==> config.mk <==
export PLATFORM = sky130hd
export DESIGN_NAME = alpha_threshold_pixel_unit
export DESIGN_NICKNAME = d
export VERILOG_FILES = /design/src/hw/rtl/atp_pkg.sv /design/src/hw/rtl/alpha_threshold_pixel_unit.sv /design/src/hw/rtl/atp_front.sv /design/src/hw/rtl/atp_queue.sv /design/src/hw/rtl/atp_back.sv
export SDC_FILE = /design/constraint.sdc
export NUM_CORES = 1
export LEC_CHECK = 0
export BUFFER_PORTS_ARGS = -buffer_cell sky130_fd_sc_hd__buf_2
export CAP_MARGIN = 20
export CORE_MARGIN = 3
export CORE_UTILIZATION = 31
export CTS_CLUSTER_DIAMETER = 50
export DETAILED_ROUTE_END_ITERATION = 16
export GPL_ROUTABILITY_DRIVEN = 0
export PLACE_DENSITY = 0.44
export SYNTH_ARGS = -nofsm -noshare
export SYNTH_HDL_FRONTEND = slang
export SYNTH_SLANG_ARGS = --single-unit
==> constraint.sdc <==
create_clock -name clock -period 5.9 [get_ports clock]
set_input_delay 1.18 -clock clock [delete_from_list [all_inputs] [get_ports clock]]
set_output_delay 1.18 -clock clock [all_outputs]
set_load 0.02 [all_outputs]
==> src/hw/rtl/atp_pkg.sv <==
`default_nettype none

package atp_pkg;

   localparam int CH_W    = 8;
   localparam int CH_N    = 3;
   localparam int PROD_W  = 2 * CH_W;
   localparam int STEPS   = 2;
   localparam int DIV_STAGES = CH_W / STEPS;

   localparam logic [CH_W-1:0] CH_MAX = 8'hFF;
   localparam logic [CH_W-1:0] CH_ONE = 8'h01;

   localparam int CSR_ADDR_W = 3;
   localparam int CSR_DATA_W = 32;

   // register index, taken from paddr[2]
   localparam logic REG_INNER = 1'b0;
   localparam logic REG_OUTER = 1'b1;

   // channel order inside the color vector
   localparam int CH_RED   = 0;
   localparam int CH_GREEN = 1;
   localparam int CH_BLUE  = 2;

   // classified pixel as it travels from front to back
   typedef struct packed {
      logic                        change;
      logic [CH_W-1:0]             alpha_out;
      logic [CH_W-1:0]             divisor;
      logic [CH_N-1:0][CH_W-1:0]   color;
   } atp_item_type;

   typedef struct packed {
      logic almost_full;
   } atp_queue_status_type;

   typedef struct packed {
      logic                        valid;
      logic [CH_W-1:0]             alpha;
      logic [CH_N-1:0][CH_W-1:0]   color;
   } atp_result_type;

endpackage

`default_nettype wire

==> src/hw/rtl/alpha_threshold_pixel_unit.sv <==
`default_nettype none

// alpha threshold clamp for a stream of premultiplied argb pixels
// - request: pulse start with a pixel and its region flag; a transfer
//   happens at an edge where start is high and busy is low
// - inside the region alpha is raised to inner_threshold, outside it is
//   lowered to outer_threshold; changed pixels get each color scaled by
//   new/old alpha (floor, saturated at 255, zero alpha taken as 1)
// - response: rsp_valid marks each result for exactly one cycle; the
//   receiver takes it at the end of that cycle and cannot stall
// - path: the result strobe is registered through the front register,
//   queue, multiplier and four divider stages
// - throughput: one pixel per clock; the divider pipeline retires two
//   quotient bits per stage so it never holds items back
// - busy only rises if the front/back queue nears full, which does not
//   happen with the back end draining one entry every cycle
// - csr: apb, inner_threshold at 0x0, outer_threshold at 0x4, to be written
//   only while the unit is idle; the user is bound, the block does not check
// - reset: synchronous, empties the pipeline and queue and sets the
//   thresholds to 0 (inner) and 255 (outer)
module alpha_threshold_pixel_unit
   import atp_pkg::*;
#(
   parameter int QUEUE_DEPTH = 4
)
(
   input  wire logic                   clock,
   input  wire logic                   reset,
   // request channel
   input  wire logic                   start,
   output logic                        busy,
   input  wire logic [CH_W-1:0]        req_in_alpha,
   input  wire logic [CH_W-1:0]        req_in_red,
   input  wire logic [CH_W-1:0]        req_in_green,
   input  wire logic [CH_W-1:0]        req_in_blue,
   input  wire logic                   req_inside_region,
   // response channel
   output logic                        rsp_valid,
   output logic [CH_W-1:0]             rsp_out_alpha,
   output logic [CH_W-1:0]             rsp_out_red,
   output logic [CH_W-1:0]             rsp_out_green,
   output logic [CH_W-1:0]             rsp_out_blue,
   // configuration port
   input  wire logic                   psel,
   input  wire logic                   penable,
   input  wire logic                   pwrite,
   input  wire logic [CSR_ADDR_W-1:0]  paddr,
   input  wire logic [CSR_DATA_W-1:0]  pwdata,
   output logic [CSR_DATA_W-1:0]       prdata,
   output logic                        pready
);

   logic                 accept;
   logic                 csr_write;
   logic [CH_W-1:0]      inner_ff;
   logic [CH_W-1:0]      outer_ff;
   logic                 front_valid;
   atp_item_type         front_item;
   logic                 queue_valid;
   atp_item_type         queue_item;
   atp_queue_status_type queue_status;
   atp_result_type       result;

   // request transfer
   assign accept = start && !busy;
   // front register holds one item beyond the queue, so stop one entry early
   assign busy   = queue_status.almost_full;

   // csr write transfer; paddr[2] picks the register, low bits are byte offset
   assign pready    = 1'b1;
   assign csr_write = psel && penable && pwrite && pready;

   always_ff @(posedge clock) begin
      if (reset) begin
         inner_ff <= '0;
         outer_ff <= CH_MAX;
      end else if (csr_write) begin
         if (paddr[2] == REG_INNER) begin
            inner_ff <= pwdata[CH_W-1:0];
         end else begin
            outer_ff <= pwdata[CH_W-1:0];
         end
      end
   end

   always_comb begin
      prdata = '0;
      case (paddr[2])
         REG_INNER: prdata[CH_W-1:0] = inner_ff;
         REG_OUTER: prdata[CH_W-1:0] = outer_ff;
         default:   prdata = '0;
      endcase
   end

   // classify: which threshold applies and whether the pixel changes
   atp_front u_front (
      .clock           (clock),
      .reset           (reset),
      .accept          (accept),
      .in_alpha        (req_in_alpha),
      .in_red          (req_in_red),
      .in_green        (req_in_green),
      .in_blue         (req_in_blue),
      .inside_region   (req_inside_region),
      .inner_threshold (inner_ff),
      .outer_threshold (outer_ff),
      .item_valid      (front_valid),
      .item            (front_item)
   );

   // short decoupling queue between classifier and scaler
   atp_queue #(
      .DEPTH (QUEUE_DEPTH)
   ) u_queue (
      .clock     (clock),
      .reset     (reset),
      .push      (front_valid),
      .push_item (front_item),
      .pop_valid (queue_valid),
      .pop_item  (queue_item),
      .status    (queue_status)
   );

   // scale colors: multiply by new alpha, divide by old alpha, saturate
   atp_back u_back (
      .clock      (clock),
      .reset      (reset),
      .item_valid (queue_valid),
      .item       (queue_item),
      .result     (result)
   );

   assign rsp_valid     = result.valid;
   assign rsp_out_alpha = result.alpha;
   assign rsp_out_red   = result.color[CH_RED];
   assign rsp_out_green = result.color[CH_GREEN];
   assign rsp_out_blue  = result.color[CH_BLUE];

`ifndef NO_ASSERTIONS
   // every request transfer comes out as a result strobe
   assert property (@(posedge clock) disable iff (reset)
      accept |-> ##7 rsp_valid)
      else $error("accepted pixel produced no result");

   // and no strobe appears without a request behind it
   assert property (@(posedge clock) disable iff (reset)
      rsp_valid |-> $past(accept, 7))
      else $error("result strobe without a request");

   // alpha either passes through or lands on one of the thresholds
   assert property (@(posedge clock) disable iff (reset)
      rsp_valid |-> (rsp_out_alpha == $past(req_in_alpha, 7))
                 || (rsp_out_alpha == inner_ff)
                 || (rsp_out_alpha == outer_ff))
      else $error("result alpha is neither source nor threshold");
`endif

endmodule

`default_nettype wire

==> src/hw/rtl/atp_front.sv <==
`default_nettype none

module atp_front
   import atp_pkg::*;
(
   input  wire logic               clock,
   input  wire logic               reset,
   input  wire logic               accept,
   input  wire logic [CH_W-1:0]    in_alpha,
   input  wire logic [CH_W-1:0]    in_red,
   input  wire logic [CH_W-1:0]    in_green,
   input  wire logic [CH_W-1:0]    in_blue,
   input  wire logic               inside_region,
   input  wire logic [CH_W-1:0]    inner_threshold,
   input  wire logic [CH_W-1:0]    outer_threshold,
   output logic                    item_valid,
   output atp_item_type            item
);

   logic          valid_ff;
   atp_item_type  item_ff;
   atp_item_type  item_in;

   always_comb begin
      logic [CH_W-1:0] nz_alpha;
      logic            change;
      logic [CH_W-1:0] thr;
      nz_alpha = (in_alpha == '0) ? CH_ONE : in_alpha;
      if (inside_region) begin
         change = in_alpha < inner_threshold;
         thr    = inner_threshold;
      end else begin
         change = in_alpha > outer_threshold;
         thr    = outer_threshold;
      end
      item_in.change          = change;
      item_in.alpha_out       = change ? thr : in_alpha;
      item_in.divisor         = nz_alpha;
      item_in.color[CH_RED]   = in_red;
      item_in.color[CH_GREEN] = in_green;
      item_in.color[CH_BLUE]  = in_blue;
   end

   always_ff @(posedge clock) begin
      if (reset) begin
         valid_ff <= 1'b0;
      end else begin
         valid_ff <= accept;
      end
   end

   always_ff @(posedge clock) begin
      if (accept) begin
         item_ff <= item_in;
      end
   end

   assign item_valid = valid_ff;
   assign item       = item_ff;

endmodule

`default_nettype wire

==> src/hw/rtl/atp_queue.sv <==
`default_nettype none

module atp_queue
   import atp_pkg::*;
#(
   parameter int DEPTH = 4
)
(
   input  wire logic           clock,
   input  wire logic           reset,
   input  wire logic           push,
   input  atp_item_type        push_item,
   output logic                pop_valid,
   output atp_item_type        pop_item,
   output atp_queue_status_type status
);

   localparam int PTR_W = $clog2(DEPTH);
   localparam int CNT_W = $clog2(DEPTH + 1);
   localparam logic [PTR_W-1:0] LAST_PTR = PTR_W'(DEPTH - 1);
   localparam logic [CNT_W-1:0] ALMOST   = CNT_W'(DEPTH - 1);

   atp_item_type     slot_ff [DEPTH];
   logic [PTR_W-1:0] wr_ptr_ff, wr_ptr_in;
   logic [PTR_W-1:0] rd_ptr_ff, rd_ptr_in;
   logic [CNT_W-1:0] count_ff, count_in;
   logic             pop;

   // back end drains one entry every cycle it has one
   assign pop = (count_ff != '0);

   always_comb begin
      wr_ptr_in = wr_ptr_ff;
      rd_ptr_in = rd_ptr_ff;
      count_in  = count_ff;
      if (push) begin
         wr_ptr_in = (wr_ptr_ff == LAST_PTR) ? '0 : wr_ptr_ff + 1'b1;
      end
      if (pop) begin
         rd_ptr_in = (rd_ptr_ff == LAST_PTR) ? '0 : rd_ptr_ff + 1'b1;
      end
      if (push && !pop) begin
         count_in = count_ff + 1'b1;
      end else if (pop && !push) begin
         count_in = count_ff - 1'b1;
      end
   end

   always_ff @(posedge clock) begin
      if (reset) begin
         wr_ptr_ff <= '0;
         rd_ptr_ff <= '0;
         count_ff  <= '0;
      end else begin
         wr_ptr_ff <= wr_ptr_in;
         rd_ptr_ff <= rd_ptr_in;
         count_ff  <= count_in;
      end
   end

   always_ff @(posedge clock) begin
      if (push) begin
         slot_ff[wr_ptr_ff] <= push_item;
      end
   end

   assign pop_valid          = pop;
   assign pop_item           = slot_ff[rd_ptr_ff];
   assign status.almost_full = (count_ff >= ALMOST);

endmodule

`default_nettype wire

==> src/hw/rtl/atp_back.sv <==
`default_nettype none

module atp_back
   import atp_pkg::*;
(
   input  wire logic      clock,
   input  wire logic      reset,
   input  wire logic      item_valid,
   input  atp_item_type   item,
   output atp_result_type result
);

   // multiply stage
   logic                      m_valid_ff;
   atp_item_type              m_item_ff;
   logic [PROD_W-1:0]         m_prod_ff [CH_N];
   logic [PROD_W-1:0]         m_prod_in [CH_N];

   // divide stages, two quotient bits each
   logic [DIV_STAGES-1:0]     d_valid_ff;
   atp_item_type              d_item_ff [DIV_STAGES];
   logic [CH_W-1:0]           d_rem_ff  [DIV_STAGES][CH_N];
   logic [CH_W-1:0]           d_rem_in  [DIV_STAGES][CH_N];
   logic [CH_W-1:0]           d_low_ff  [DIV_STAGES][CH_N];
   logic [CH_W-1:0]           d_low_in  [DIV_STAGES][CH_N];
   logic [CH_W-1:0]           d_quo_ff  [DIV_STAGES][CH_N];
   logic [CH_W-1:0]           d_quo_in  [DIV_STAGES][CH_N];
   logic                      d_sat_ff  [DIV_STAGES][CH_N];
   logic                      d_sat_in  [DIV_STAGES][CH_N];

   // what each divide stage starts from
   atp_item_type              s_item    [DIV_STAGES];
   logic [CH_W-1:0]           s_rem     [DIV_STAGES][CH_N];
   logic [CH_W-1:0]           s_low     [DIV_STAGES][CH_N];
   logic [CH_W-1:0]           s_quo     [DIV_STAGES][CH_N];
   logic                      s_sat     [DIV_STAGES][CH_N];

   always_comb begin
      for (int ch = 0; ch < CH_N; ch++) begin
         m_prod_in[ch] = {{CH_W{1'b0}}, item.color[ch]} * {{CH_W{1'b0}}, item.alpha_out};
      end
   end

   always_ff @(posedge clock) begin
      if (item_valid) begin
         m_item_ff <= item;
         for (int ch = 0; ch < CH_N; ch++) begin
            m_prod_ff[ch] <= m_prod_in[ch];
         end
      end
   end

   // first stage takes the product, later stages the previous stage
   always_comb begin
      s_item[0] = m_item_ff;
      for (int ch = 0; ch < CH_N; ch++) begin
         s_rem[0][ch] = m_prod_ff[ch][PROD_W-1:CH_W];
         s_low[0][ch] = m_prod_ff[ch][CH_W-1:0];
         s_quo[0][ch] = '0;
         // quotient above 255 is caught up front as saturation
         s_sat[0][ch] = (m_prod_ff[ch][PROD_W-1:CH_W] >= m_item_ff.divisor);
      end
      for (int k = 1; k < DIV_STAGES; k++) begin
         s_item[k] = d_item_ff[k-1];
         for (int ch = 0; ch < CH_N; ch++) begin
            s_rem[k][ch] = d_rem_ff[k-1][ch];
            s_low[k][ch] = d_low_ff[k-1][ch];
            s_quo[k][ch] = d_quo_ff[k-1][ch];
            s_sat[k][ch] = d_sat_ff[k-1][ch];
         end
      end
   end

   // restoring division
   always_comb begin
      logic [CH_W-1:0] rem;
      logic [CH_W-1:0] low;
      logic [CH_W-1:0] quo;
      logic [CH_W-1:0] div;
      logic [CH_W:0]   trial;
      for (int k = 0; k < DIV_STAGES; k++) begin
         div = s_item[k].divisor;
         for (int ch = 0; ch < CH_N; ch++) begin
            rem = s_rem[k][ch];
            low = s_low[k][ch];
            quo = s_quo[k][ch];
            for (int s = 0; s < STEPS; s++) begin
               trial = {rem, low[CH_W-1]};
               low   = {low[CH_W-2:0], 1'b0};
               if (trial >= {1'b0, div}) begin
                  trial = trial - {1'b0, div};
                  quo   = {quo[CH_W-2:0], 1'b1};
               end else begin
                  quo   = {quo[CH_W-2:0], 1'b0};
               end
               rem = trial[CH_W-1:0];
            end
            d_rem_in[k][ch] = rem;
            d_low_in[k][ch] = low;
            d_quo_in[k][ch] = quo;
            d_sat_in[k][ch] = s_sat[k][ch];
         end
      end
   end

   always_ff @(posedge clock) begin
      if (reset) begin
         m_valid_ff <= 1'b0;
         d_valid_ff <= '0;
      end else begin
         m_valid_ff <= item_valid;
         d_valid_ff <= {d_valid_ff[DIV_STAGES-2:0], m_valid_ff};
      end
   end

   always_ff @(posedge clock) begin
      for (int k = 0; k < DIV_STAGES; k++) begin
         d_item_ff[k] <= s_item[k];
         for (int ch = 0; ch < CH_N; ch++) begin
            d_rem_ff[k][ch] <= d_rem_in[k][ch];
            d_low_ff[k][ch] <= d_low_in[k][ch];
            d_quo_ff[k][ch] <= d_quo_in[k][ch];
            d_sat_ff[k][ch] <= d_sat_in[k][ch];
         end
      end
   end

   always_comb begin
      result.valid = d_valid_ff[DIV_STAGES-1];
      result.alpha = d_item_ff[DIV_STAGES-1].alpha_out;
      for (int ch = 0; ch < CH_N; ch++) begin
         if (!d_item_ff[DIV_STAGES-1].change) begin
            result.color[ch] = d_item_ff[DIV_STAGES-1].color[ch];
         end else if (d_sat_ff[DIV_STAGES-1][ch]) begin
            result.color[ch] = CH_MAX;
         end else begin
            result.color[ch] = d_quo_ff[DIV_STAGES-1][ch];
         end
      end
   end

endmodule

`default_nettype wire
== Word-level counts from Yosys, hierarchy flattened ==
Memories as Yosys holds them, arrays and structs flattened. A register that Yosys moved wholly into a read port is not among the register bits.
Index checks and enable logic that the tools add are counted.
Word-level totals
  memories kept: 7
  input bits: 74
  output and inout port bits: 67
  bits in registers: 111
  logic and storage cells: 172
  RAM bits: 652
Memory list
  u_back.d_item_ff: depth 4, width 41, rd ports 4, clocked after Yosys merged registers in 0, wr ports 4, RTL line atp_back.sv:21  | atp_item_type d_item_ff [DIV_STAGES];
  u_queue.slot_ff: depth 4, width 41, rd ports 1, clocked after Yosys merged registers in 1, wr ports 1, RTL line atp_queue.sv:23  | atp_item_type slot_ff [DEPTH];
  u_back.d_quo_ff: depth 4, width 24, rd ports 4, clocked after Yosys merged registers in 0, wr ports 4, RTL line atp_back.sv:26  | logic [CH_W-1:0] d_quo_ff [DIV_STAGES][CH_N];
  u_back.d_rem_ff: depth 4, width 24, rd ports 3, clocked after Yosys merged registers in 0, wr ports 4, RTL line atp_back.sv:22  | logic [CH_W-1:0] d_rem_ff [DIV_STAGES][CH_N];
  u_back.d_low_ff: depth 4, width 18, rd ports 3, clocked after Yosys merged registers in 0, wr ports 4, RTL line atp_back.sv:24  | logic [CH_W-1:0] d_low_ff [DIV_STAGES][CH_N];
  u_back.m_prod_ff: depth 3, width 16, rd ports 3, clocked after Yosys merged registers in 0, wr ports 3, RTL line atp_back.sv:16  | logic [PROD_W-1:0] m_prod_ff [CH_N];
  +1 memories
Cells by class
  $add $sub $neg: 28
  bitwise operators: 1
  mux-type cells: 68
  $mul: 3
  reductions and logical operators: 13
  order comparisons: 30
  eq/ne operators: 2
Operators by type and width (number)
  $mux 8: 32
  $ge 9x8->1: 24
  $sub 8x8->8: 24
  $mul 8x8->16: 3
  $mux 1: 29
  $ge 8x8->1: 3
  $pmux 8 s2: 1
  $gt 8x8->1: 1
  $logic_not 8->1: 1
  $lt 8x8->1: 1
  $mux 2: 4
  $mux 3: 2
  $logic_and 1x1->1: 5
  $add 2x1->2 const B: 2
  $eq 2x2->1 const B: 2
  $reduce_and 2->1: 2
  $add 3x1->3 const B: 1
  $ge 3x2->1 const B: 1
  $logic_not 1->1: 3
  $reduce_bool 3->1: 1
  $sub 3x1->3 const B: 1
  $reduce_bool 2->1: 1
  $not 1->1: 1

== Longest topological paths before layout ==
Gate-level depths: netlist of run 1.
An unclocked memory read counts as a cell.
  depth after elaboration: 5
  depth in mapped cells: 24
  depth with buffers taken out: 20

== Cells and area by module ==
A second synthesis of run 1 with hierarchy kept.
Second synthesis, totals
  cell total of the unflattened synthesis: 2999
  area, all modules: 35245.1 um^2
By module, submodules not included
  atp_back: instances 1, sequential area each 9499.1 um^2, cells each 2485, area an instance 25907.3 um^2
  atp_queue: instances 1, sequential area each 5104.9 um^2, cells each 262, area an instance 6357.3 um^2
  atp_front: instances 1, sequential area each 1251.2 um^2, cells each 144, area an instance 1983.2 um^2
  alpha_threshold_pixel_unit: instances 1, sequential area each 320.3 um^2, cells each 108, area an instance 997.2 um^2

== Worst setup path before layout of run 1 ==
OpenSTA, ideal clock, no wires.
  path type: register to register
  start: register (tool-made name)
  end: memory u_back.m_prod_ff[0][31] (netlist name), data pin
  cell stages (with the launch flop): 23
  path buffers: 3
  data arrival time: 5.868 ns
  setup time: 0.259 ns
  path slack: -0.227 ns
  cell sequence: dfxtp_1 clkbuf_1 clkbuf_1 buf_1 mux2_2 o21ai_1 inv_1 nand2_1 fa_1 fa_1 inv_1 fa_1 inv_1 fa_1 inv_1 ha_1 o21a_1 o31a_1 o211ai_1 a21oi_1 a2111oi_0 a21oi_1 xnor2_1
RTL lines (RTL line)
  to (decl): atp_back.sv:16

==> impl_results.md, run 1 <==
- R2r setup slk: 0.32 ns
- WS Path Type: reg -> reg
- Xor/xnor cell area share of the yosys netlist: ~2.9%
- Ys flop type: dfxtp_1
- Vias: 22300
- Cells after Synth: between 3000 and 4000
- Area grow syn2layout: 16.6%
- Layout cell share with drive strength beyond 1: ~15%
- Status: finished, final reports clean
- R2r worst-path depth: 19
- CORE AREA: roughly 110000 sq um
- # clock sinks: between 600 and 700
- Initial DRC count: ~1000
- N_diodes: 0
- Fin crit period: between 5 and 6 ns
- Worst-path clk slew: about 0.06 ns
- Number of synthesized flops with an enable pin: around 300
- Vias/cell: roughly 4.5
- # hold bufs at CTS: 0
- Root buf cell: clkbuf_16
- Worst setup endpoint: u_back.m_prod_ff[0][47]
- FP Rows: ~120
- Worst Hold Class: reg -> reg
- Max Fanout on Critical Path: 12
- Inserted Clock Buffers: 84
- H-Tree Depth: 3
- Cell Area, Synth: roughly 35000 sq um
- Initial antenna violation count: 5
- Number of global-route vias before repair: 22300
- Synth area leaders: edfxtp_1, dfxtp_1, ha_1
- DIE WIDTH: between 300 and 400 microns
- Synth area leader: edfxtp_1
- Compound-Gate Fraction of Synth Area: between 10% and 20%
- Synth Area in Simple Gates: a little under a tenth
- Clk buf depth: 3
- RSZ-0062 raised after global routing: false
- Reg2reg end: u_back.m_prod_ff[0][47]
- Flops & latches, synth: 661
- Final period util: 94.6%
- Adder-cell share of the synthesized area: about a fifth
- Startpoint types: flop
- DRT antenna net count: 0
- Most frequent cells after synthesis: dfxtp_1, ha_1, inv_1
- Post-route setup TNS: 0 ns
- Final wirelength: between 80000 and 90000 microns
- Placed cell areas: 37600 sq um
- Critical Path Sink Type: flop
- HPWL Detailed: around 63000 microns
- Final Skew: approximately 0.031 ns
- Wirelength per Cell: ~17 microns
- Largest net degree at the start of global routing: 56
- Min-Delay Startpoint: u_back.d_item_ff[0][5]
- Net count, final: slightly below 4000
- Async S/R FF share, synth: 0%
- Max_slew headroom: about 26%
- Die span in y: 341 microns
- First-pass GRT wire length: roughly 130000 microns
- GRT Util Overall: approximately 14%
- Clk_lat worst skew: 0.65 ns
- Die area: around 120000 sq um
- Count leader, synth: dfxtp_1
- Seq/Total Area, Yosys: 46.4%
- Synth warn: 0
- Synth cell types: between 70 and 80
- Worst Path Arrival: approximately 6.0 ns
- Port Buffers: between 80 and 90
- Syn avg cell area: approximately 11 sq um
- Number of max-cap violations: 0
- Hold Fails Final Rpt: 0
- Worst Path Required: between 6 and 7 ns
- Slew Limit Fails: 0
- # DRC: 0
- Maximum clock rate: approximately 0.18 GHz
- Grt total ovfl: 0
- Slew @ Worst Pin: around 1.1 ns
- # IOs: 141
- Setup violators final: 0
- Design Area, Final: around 40000 sq um
- Combinational family with the most area after synthesis: adder cells
- Starting Density: around a third
- DR pass1 iterations: 5
- Synth top area share: 25.3%
- CTS tree: built
- Mux contribution to synthesized area: 6.35%
==> repair_timing <==
action / in CTS / in global routing
setup buffers: 0 / 5
endpoints found under the setup margin: 0 / 5
resized for setup: 0 / 6
==> worst min path at each step <==
stage                                         end  slack [ns]  depth (start not counted)
after floorplan            u_back.d_item_ff[1][0]        0.31                          0
after global routing      u_back.d_item_ff[1][11]        0.32                          0
after detailed placement  u_back.d_item_ff[1][11]        0.31                          0
final                      u_back.d_item_ff[1][5]        0.32                          0
after CTS                 u_back.d_item_ff[1][11]        0.32                          0
after global placement     u_back.d_item_ff[1][6]        0.31                          0
==> sequential cells by signal (all words and copies together), names as in the netlist, 3 cells and up, named ones only <==
signal,count
inner_ff,8
outer_ff,8
u_back.d_item_ff,156
u_back.d_low_ff,36
u_back.d_quo_ff,60
u_back.d_rem_ff,72
u_back.d_sat_ff,12
u_back.d_valid_ff,4
u_back.m_item_ff,41
u_back.m_prod_ff,48
u_front.item,41
u_queue.count_ff,3
u_queue.slot_ff,164
==> layout by cell type (no fill, tap or decap), types with 88 or more instances in the layout <==
master,count
mux2_2,124
clkbuf_16,88
o21ai_0,116
nand2_1,208
buf_4,107
buf_2,89
inv_1,329
ha_1,345
fa_1,129
nor2_1,277
dfxtp_1,365
a21oi_1,166
edfxtp_1,294
==> final cells by class <==
type | count | area (sq um)
clock buffers | 98 | 2270
clock inverters | 55 | 598
fillers | 11200 | 70500
inverters | 332 | 1250
multi-input cells | 2073 | 17000
flip-flops and latches | 661 | 16200
well taps | 1488 | 1860
repair buffers | 204 | 1420
==> routing by layer <==
metal | global-route usage (%) | wire [microns] | up-vias
met5 | 0 | 0 | -
met4 | 4.57 | 2260 | 0
met3 | 2.38 | 3060 | 118
met2 | 22.6 | 37500 | 357
met1 | 19.6 | 39500 | 10500
li1 | - | - | 11300
==> worst max-delay path, stage by stage, from the launching register on <==
cell and delay (ns):
dfxtp_4 0.43, buf_4 0.13, mux2_2 0.33, o21ai_2 0.27
buf_4 0.31, nor2_1 0.09, fa_1 0.41, fa_1 0.54
inv_1 0.05, fa_1 0.46, fa_1 0.54, inv_1 0.04
ha_1 0.30, o21a_1 0.19, o31a_1 0.13, o211ai_1 0.22
a21oi_1 0.10, a2111oi_1 0.48, a21oi_1 0.15, xnor2_1 0.15
==> logic make-up (layout without fill, tap and decap cells) <==
logic type	Yosys count	count (layout)
mux	188	188
xor+xnor	117	117
simple gates	720	720
compound gates	549	549
buf+inv	428	689
other cells	2	25
fa+ha+maj	474	474
flops	661	661
==> per-stage QoR <==
step	util, %	setup WS (ns)	std cells	hold slack, ns
after floorplan	-	0.00203	3162	0.310
after global placement	33.9	0.118	4751	0.310
after detailed placement	33.9	0.116	4751	0.312
after CTS	36.5	0.0702	4904	0.321
after global routing	36.5	0.00418	4911	0.322
final	36.5	0.320	4911	0.321
Power of run 1 is not shown: default switching activity piles up to over one toggle a cycle in this logic, so the estimate is an artifact.
==> run 2: changes to the inputs <==
--- a/config.mk
+++ b/config.mk
@@ -12,6 +12,7 @@
 export CTS_CLUSTER_DIAMETER = 50
 export DETAILED_ROUTE_END_ITERATION = 16
 export GPL_ROUTABILITY_DRIVEN = 0
+export MAX_ROUTING_LAYER = met4
 export PLACE_DENSITY = 0.44
 export SYNTH_ARGS = -nofsm -noshare
 export SYNTH_HDL_FRONTEND = slang
==> run 2 against run 1 <==
Against the previous run:
- non-clock buffer count increased by 1
- cell area about the same
- final cell count about the same
- register-to-register slack about the same
- first-iteration DRC count increased by 2.2%
- clock-buffer cell count unchanged
- critical path depth unchanged
- sequential share of layout area about the same
- clock skew decreased by 0.00055 ns
- fmax increased by 0.16%
- routed wire length increased by 0.21%
- die area unchanged
- critical path type unchanged
==> impl_results.md, run 2 (synthesis gave the netlist of run 1 again) <==
- Clk buf depth: 3
- Setup violators final: 0
- Slowest CP cell: fa_1
- # IOs: between 100 and 150
- DR pass1 iterations: 5
- Max_slew headroom: 41.8%
- N_diodes: 0
- Number of max-cap violations: 0
- Placed cell areas: 37600 sq um
- Crit path cell chain: buf_4, mux2_2, o21ai_2, buf_4, nor2_1, fa_1, fa_1, inv_1, fa_1, fa_1, inv_1, ha_1, o21a_1, o31a_1, o211ai_1, a21oi_1, a2111oi_1, a21oi_1, xnor2_1
- # clock sinks: roughly 660
- Worst Path Required: approximately 6.3 ns
- Post-route setup TNS: 0 ns
- Largest register FFs: between 150 and 200
- Number of global-route vias before repair: 22400
- Root buf cell: clkbuf_16
- Design Area, Final: between 40000 and 50000 sq um
- Inserted Clock Buffers: 84
- Crit path top cell by count: fa_1
- R2r worst-path depth: 19
- Net count, final: just under 4000
- Final period util: 94.4%
- RSZ-0062 raised after global routing: false
- Die area: roughly 120000 sq um
- Worst Path Arrival: roughly 6.0 ns
- CTS tree: built
- Vias/cell: between 4 and 5
- GRT Util Overall: 14.6%
- Most flops, register: u_queue.slot_ff
- Area grow syn2layout: 16.6%
- Initial DRC count: slightly above 1000
- Fin crit period: 5.57 ns
- Most frequent cells in the layout: dfxtp_1, ha_1, inv_1
- Max Fanout on Critical Path: 12
- Starting Density: 31.3%
- Final Skew: about 0.03 ns
- Cell count of the worst hold path: 0
- Critical Path Sink Type: flop
- Layout cell share with drive strength beyond 1: between 10% and 20%
- CORE AREA: 111000 sq um
- CP max stage delay: 0.54 ns
- Worst-path clk slew: 0.06 ns
- Worst Hold Class: reg -> reg
- Vias: 22400
- Slew @ Worst Pin: slightly below 0.9 ns
- WS Path Type: reg -> reg
- Hold Fails Final Rpt: 0
- Final wirelength: around 82000 microns
- Clk_lat worst skew: between 0.6 and 0.7 ns
- # hold bufs at CTS: 0
- # DRC: 0
- Status: finished, final reports clean
- Slew Limit Fails: 0
- Initial antenna violation count: 5
- HPWL Detailed: 63000 microns
- Largest net degree at the start of global routing: between 50 and 60
- Die span in y: roughly 340 microns
- DIE WIDTH: around 340 microns
- First-pass GRT wire length: 129000 microns
- Port Buffers: 89
- Startpoint types: flop
- Wirelength per Cell: 16.8 microns
- Commonest non-fill, non-tap cell in the layout: dfxtp_1
- Grt total ovfl: 0
- FP Rows: about 120
- DRT antenna net count: 0
- H-Tree Depth: 3
- Maximum clock rate: 0.179 GHz
- Largest registers: u_queue.slot_ff (164), u_back.d_item_ff (156), u_back.d_rem_ff (72)
## run 2: changes by cell type in the layout (fill, tap and decap cells not counted), sizes merged
cell / delta
buf: +1
## run 2: cell type report
class                           instances  area [sq um]
Inverter                              332          1250
Fill cell                           11200         70500
Clock inverter                         55           598
Clock buffer                           98          2270
Tap cell                             1488          1860
Timing Repair Buffer                  205          1430
Sequential cell                       661         16200
Multi-Input combinational cell       2073         17000
## run 2: metal layers
layer / part of all wire [%] / vias up / GRT usage, %
met1: 48 / 10500 / 19.6
met2: 46 / 389 / 22.6
met5: 0 / - / -
met4: 2.7 / 0 / 4.58
met3: 3.9 / 125 / 2.34
li1: - / 11300 / -
## run 2: path summary, 6_finish.rpt
check | from | slack, ns | endpoint
setup / recovery | flop | 0.33 | u_back.m_prod_ff[0][47]
hold / removal | u_back.d_item_ff[0][5] | 0.32 | u_back.d_item_ff[1][5]
setup reg to reg | flop | 0.33 | u_back.m_prod_ff[0][47]
hold reg to reg | u_back.d_item_ff[0][5] | 0.32 | u_back.d_item_ff[1][5]
## run 2: repair_timing
action	in CTS	in global routing
setup endpoints to repair	0	5
buffers inserted	0	5
gates resized for setup	0	6
## run 2: critical path, delay by kind of cell (launching register included)
family | cells | cell delay (ns)
XOR/XNOR | 1 | 0.15
adder cells (fa/ha/maj) | 5 | 2.26
multiplexers | 1 | 0.33
AO/OA/AOI/OAI | 7 | 1.52
flip-flops | 1 | 0.43
buffers and inverters | 4 | 0.52
AND/OR/NAND/NOR | 1 | 0.09
## run 2: stage by stage
| stage | std cells | setup WS [ns] | hold WS [ns] | utilization, % |
|---|---|---|---|---|
| 5_1_grt | 4912 | 0.00288 | 0.322 | 36.6 |
| 2_1_floorplan | 3162 | 0.00203 | 0.310 | - |
| 6_report | 4912 | 0.329 | 0.322 | 36.6 |
| 4_1_cts | 4904 | 0.0702 | 0.321 | 36.5 |
| 3_3_place_gp | 4751 | 0.118 | 0.310 | 33.9 |
| 3_5_place_dp | 4751 | 0.116 | 0.312 | 33.9 |
Power of run 2 is left out for the same reason.
==> run 3: changes to the inputs <==
--- a/config.mk
+++ b/config.mk
@@ -12,8 +12,9 @@
 export CTS_CLUSTER_DIAMETER = 50
 export DETAILED_ROUTE_END_ITERATION = 16
 export GPL_ROUTABILITY_DRIVEN = 0
+export GPL_TIMING_DRIVEN = 0
 export MAX_ROUTING_LAYER = met4
-export PLACE_DENSITY = 0.44
+export PLACE_DENSITY = 0.43
 export SYNTH_ARGS = -nofsm -noshare
 export SYNTH_HDL_FRONTEND = slang
 export SYNTH_SLANG_ARGS = --single-unit
==> constraint.sdc (replaced) <==
create_clock -name clock -period 6.4 [get_ports clock]
set_input_delay 1.28 -clock clock [delete_from_list [all_inputs] [get_ports clock]]
set_output_delay 1.28 -clock clock [all_outputs]
set_load 0.02 [all_outputs]
==> run 3 against run 2 <==
Against the previous run:
- final cell count increased by 0.10%
- sequential cell count unchanged
- critical path depth grew 2
- core utilization grew 0.091 points
- highest routed layer unchanged
- non-clock buffer count down 10
- cell area up 0.25%
- register-to-register slack worse by 0.03 ns
- routed wire length is 5.1% higher
==> impl_results.md, run 3 (synthesis gave the netlist of run 1 again) <==
- Clk_lat worst skew: between 0.6 and 0.7 ns
- R2r worst-path depth: 21
- H-Tree Depth: 3
- Final Skew: between 0.015 and 0.02 ns
- Maximum clock rate: roughly 0.16 GHz
- Footprint of the multi-input gates: 17200 sq um
- Area grow syn2layout: 16.9%
- Fin crit period: 6.10 ns
- CTS tree: built
- Inserted Clock Buffers: approximately 90
- Fill cells: 11200
- Vias/cell: 4.58
- Final period util: 95.3%
- Vias: around 23000
- Status: finished, final reports clean
- Commonest non-fill, non-tap cell in the layout: dfxtp_1
- Hold WS: 0.320 ns
- DR pass1 iterations: 5
- Setup violators final: 0
- Hold worst-path end: u_back.d_low_ff[0][20]
- First-pass GRT wire length: about 130000 microns
- Number of global-route vias before repair: between 20000 and 25000
- Reg2reg end: u_back.m_prod_ff[0][31]
- Slew Limit Fails: 0
- Final wirelength: approximately 87000 microns
- WS Path Type: reg -> reg
- Worst-path clk slew: 0.06 ns
- Worst Hold Class: reg -> reg
- Die span in y: roughly 340 microns
- Root buf cell: clkbuf_16
- Largest registers: u_queue.slot_ff (164), u_back.d_item_ff (156), u_back.d_rem_ff (72)
- Cell count of the worst hold path: 0
- Net count, final: a little under 4000
- Clk buf depth: 3
- HPWL Detailed: 66000 microns
- Hold Fails Final Rpt: 0
- Largest net degree at the start of global routing: just over 60
- GRT Util Overall: between 15 and 20%
- Initial antenna violation count: 2
- # clock sinks: between 600 and 700
- DIE WIDTH: 341 microns
- Starting Density: a little under a third
- Grt total ovfl: 0
- Slew @ Worst Pin: around 0.97 ns
- Max Fanout on Critical Path: 10
- Most frequent cells in the layout: dfxtp_1, ha_1, inv_1
- # DRC: 0
- Critical Path Sink Type: flop
- Pre-CTS WS: -1.92 ns
- Worst Path Required: roughly 6.8 ns
- CORE AREA: about 110000 sq um
- Layout cell share with drive strength beyond 1: 14.7%
- R2r setup slk: about 0.30 ns
- Initial DRC count: 1027
- Largest register FFs: between 150 and 200
- FP Rows: ~120
- Die area: between 100000 and 150000 sq um
- DRT antenna net count: 0
- # IOs: approximately 140
- Startpoint types: flop
- Port Buffers: between 80 and 90
- Worst Path Arrival: about 6.5 ns
- Wirelength per Cell: ~18 microns
- Most flops, register: u_queue.slot_ff
- Min-Delay Startpoint: u_back.d_low_ff[0][0]
- Number of max-cap violations: 0
- Max_slew headroom: 35.5%
- RSZ-0062 raised after global routing: false
- Sequential cell area: ~16000 sq um
- Final setup margin: 0.300 ns
==> run 3: layout make-up <==
type	instances	share of cell area, %
clock inverters	59	1.55
inverters	332	3.09
repair buffers	101	1.52
multi-input cells	2073	42.2
clock buffers	108	5.97
flip-flops and latches	661	39.7
well taps	1488	4.57
plain buffers	94	1.39
diodes	1	0.00615
==> run 3: repair_timing <==
| action | 4_1_cts | 5_1_grt |
|---|---|---|
| cloned | 0 | 0 |
| endpoints found under the setup margin | 27 | 8 |
| pin swaps | 0 | 3 |
| buffers inserted | 0 | 5 |
| resized for setup | 62 | 26 |
| hold buffers | 0 | 0 |
| endpoints found under the hold margin | 0 | 0 |
==> run 3: worst max-delay path: stages, from the launching register on <==
cell	delay [ns]
dfxtp_4	0.44
clkbuf_4	0.25
clkdlybuf4s15_2	0.48
nand2_1	0.10
o21ai_1	0.35
inv_1	0.20
nand2_1	0.14
fa_1	0.44
fa_1	0.50
inv_1	0.07
fa_1	0.54
inv_1	0.06
fa_1	0.53
inv_1	0.04
ha_1	0.33
o21a_1	0.13
o31a_1	0.13
o211ai_1	0.24
a21oi_1	0.12
a2111oi_2	0.42
a21oi_1	0.15
xnor2_1	0.17
==> run 3: per-layer routing <==
| metal | GRT usage [%] | part of all wire, % | routed length, microns | up-vias |
|---|---|---|---|---|
| met5 | - | 0 | 0 | - |
| met4 | 3.95 | 2.1 | 1800 | 0 |
| met3 | 2.60 | 3.5 | 3070 | 124 |
| met2 | 25.1 | 48 | 41200 | 368 |
| met1 | 19.8 | 47 | 40600 | 10700 |
| li1 | - | - | - | 11300 |
==> run 3: through the flow <==
step | TNS, ns | cells | utilization [%] | area [sq um]
6_report | 0 | 4917 | 36.6 | 40700
5_1_grt | 0 | 4917 | 36.6 | 40700
4_1_cts | -0.00312 | 4911 | 36.5 | 40600
3_5_place_dp | -28.55 | 4745 | 33.6 | 37400
3_3_place_gp | -29.00 | 4737 | 33.5 | 37200
2_1_floorplan | 0 | 3162 | - | 34900
==> run 3: worst max path at each step <==
stage | cells past startpoint | endpoint | start | slack [ns]
6_report | 21 | u_back.m_prod_ff[0][31] | flop | 0.30
4_1_cts | 22 | u_back.m_prod_ff[0][47] | flop | -0.003
3_3_place_gp | 22 | u_back.m_prod_ff[0][47] | flop | -1.93
3_5_place_dp | 22 | u_back.m_prod_ff[0][47] | flop | -1.92
2_1_floorplan | 22 | u_back.m_prod_ff[0][31] | flop | 0.27
5_1_grt | 21 | u_back.m_prod_ff[0][31] | flop | 0.01
Power of run 3 is left out for the same reason.
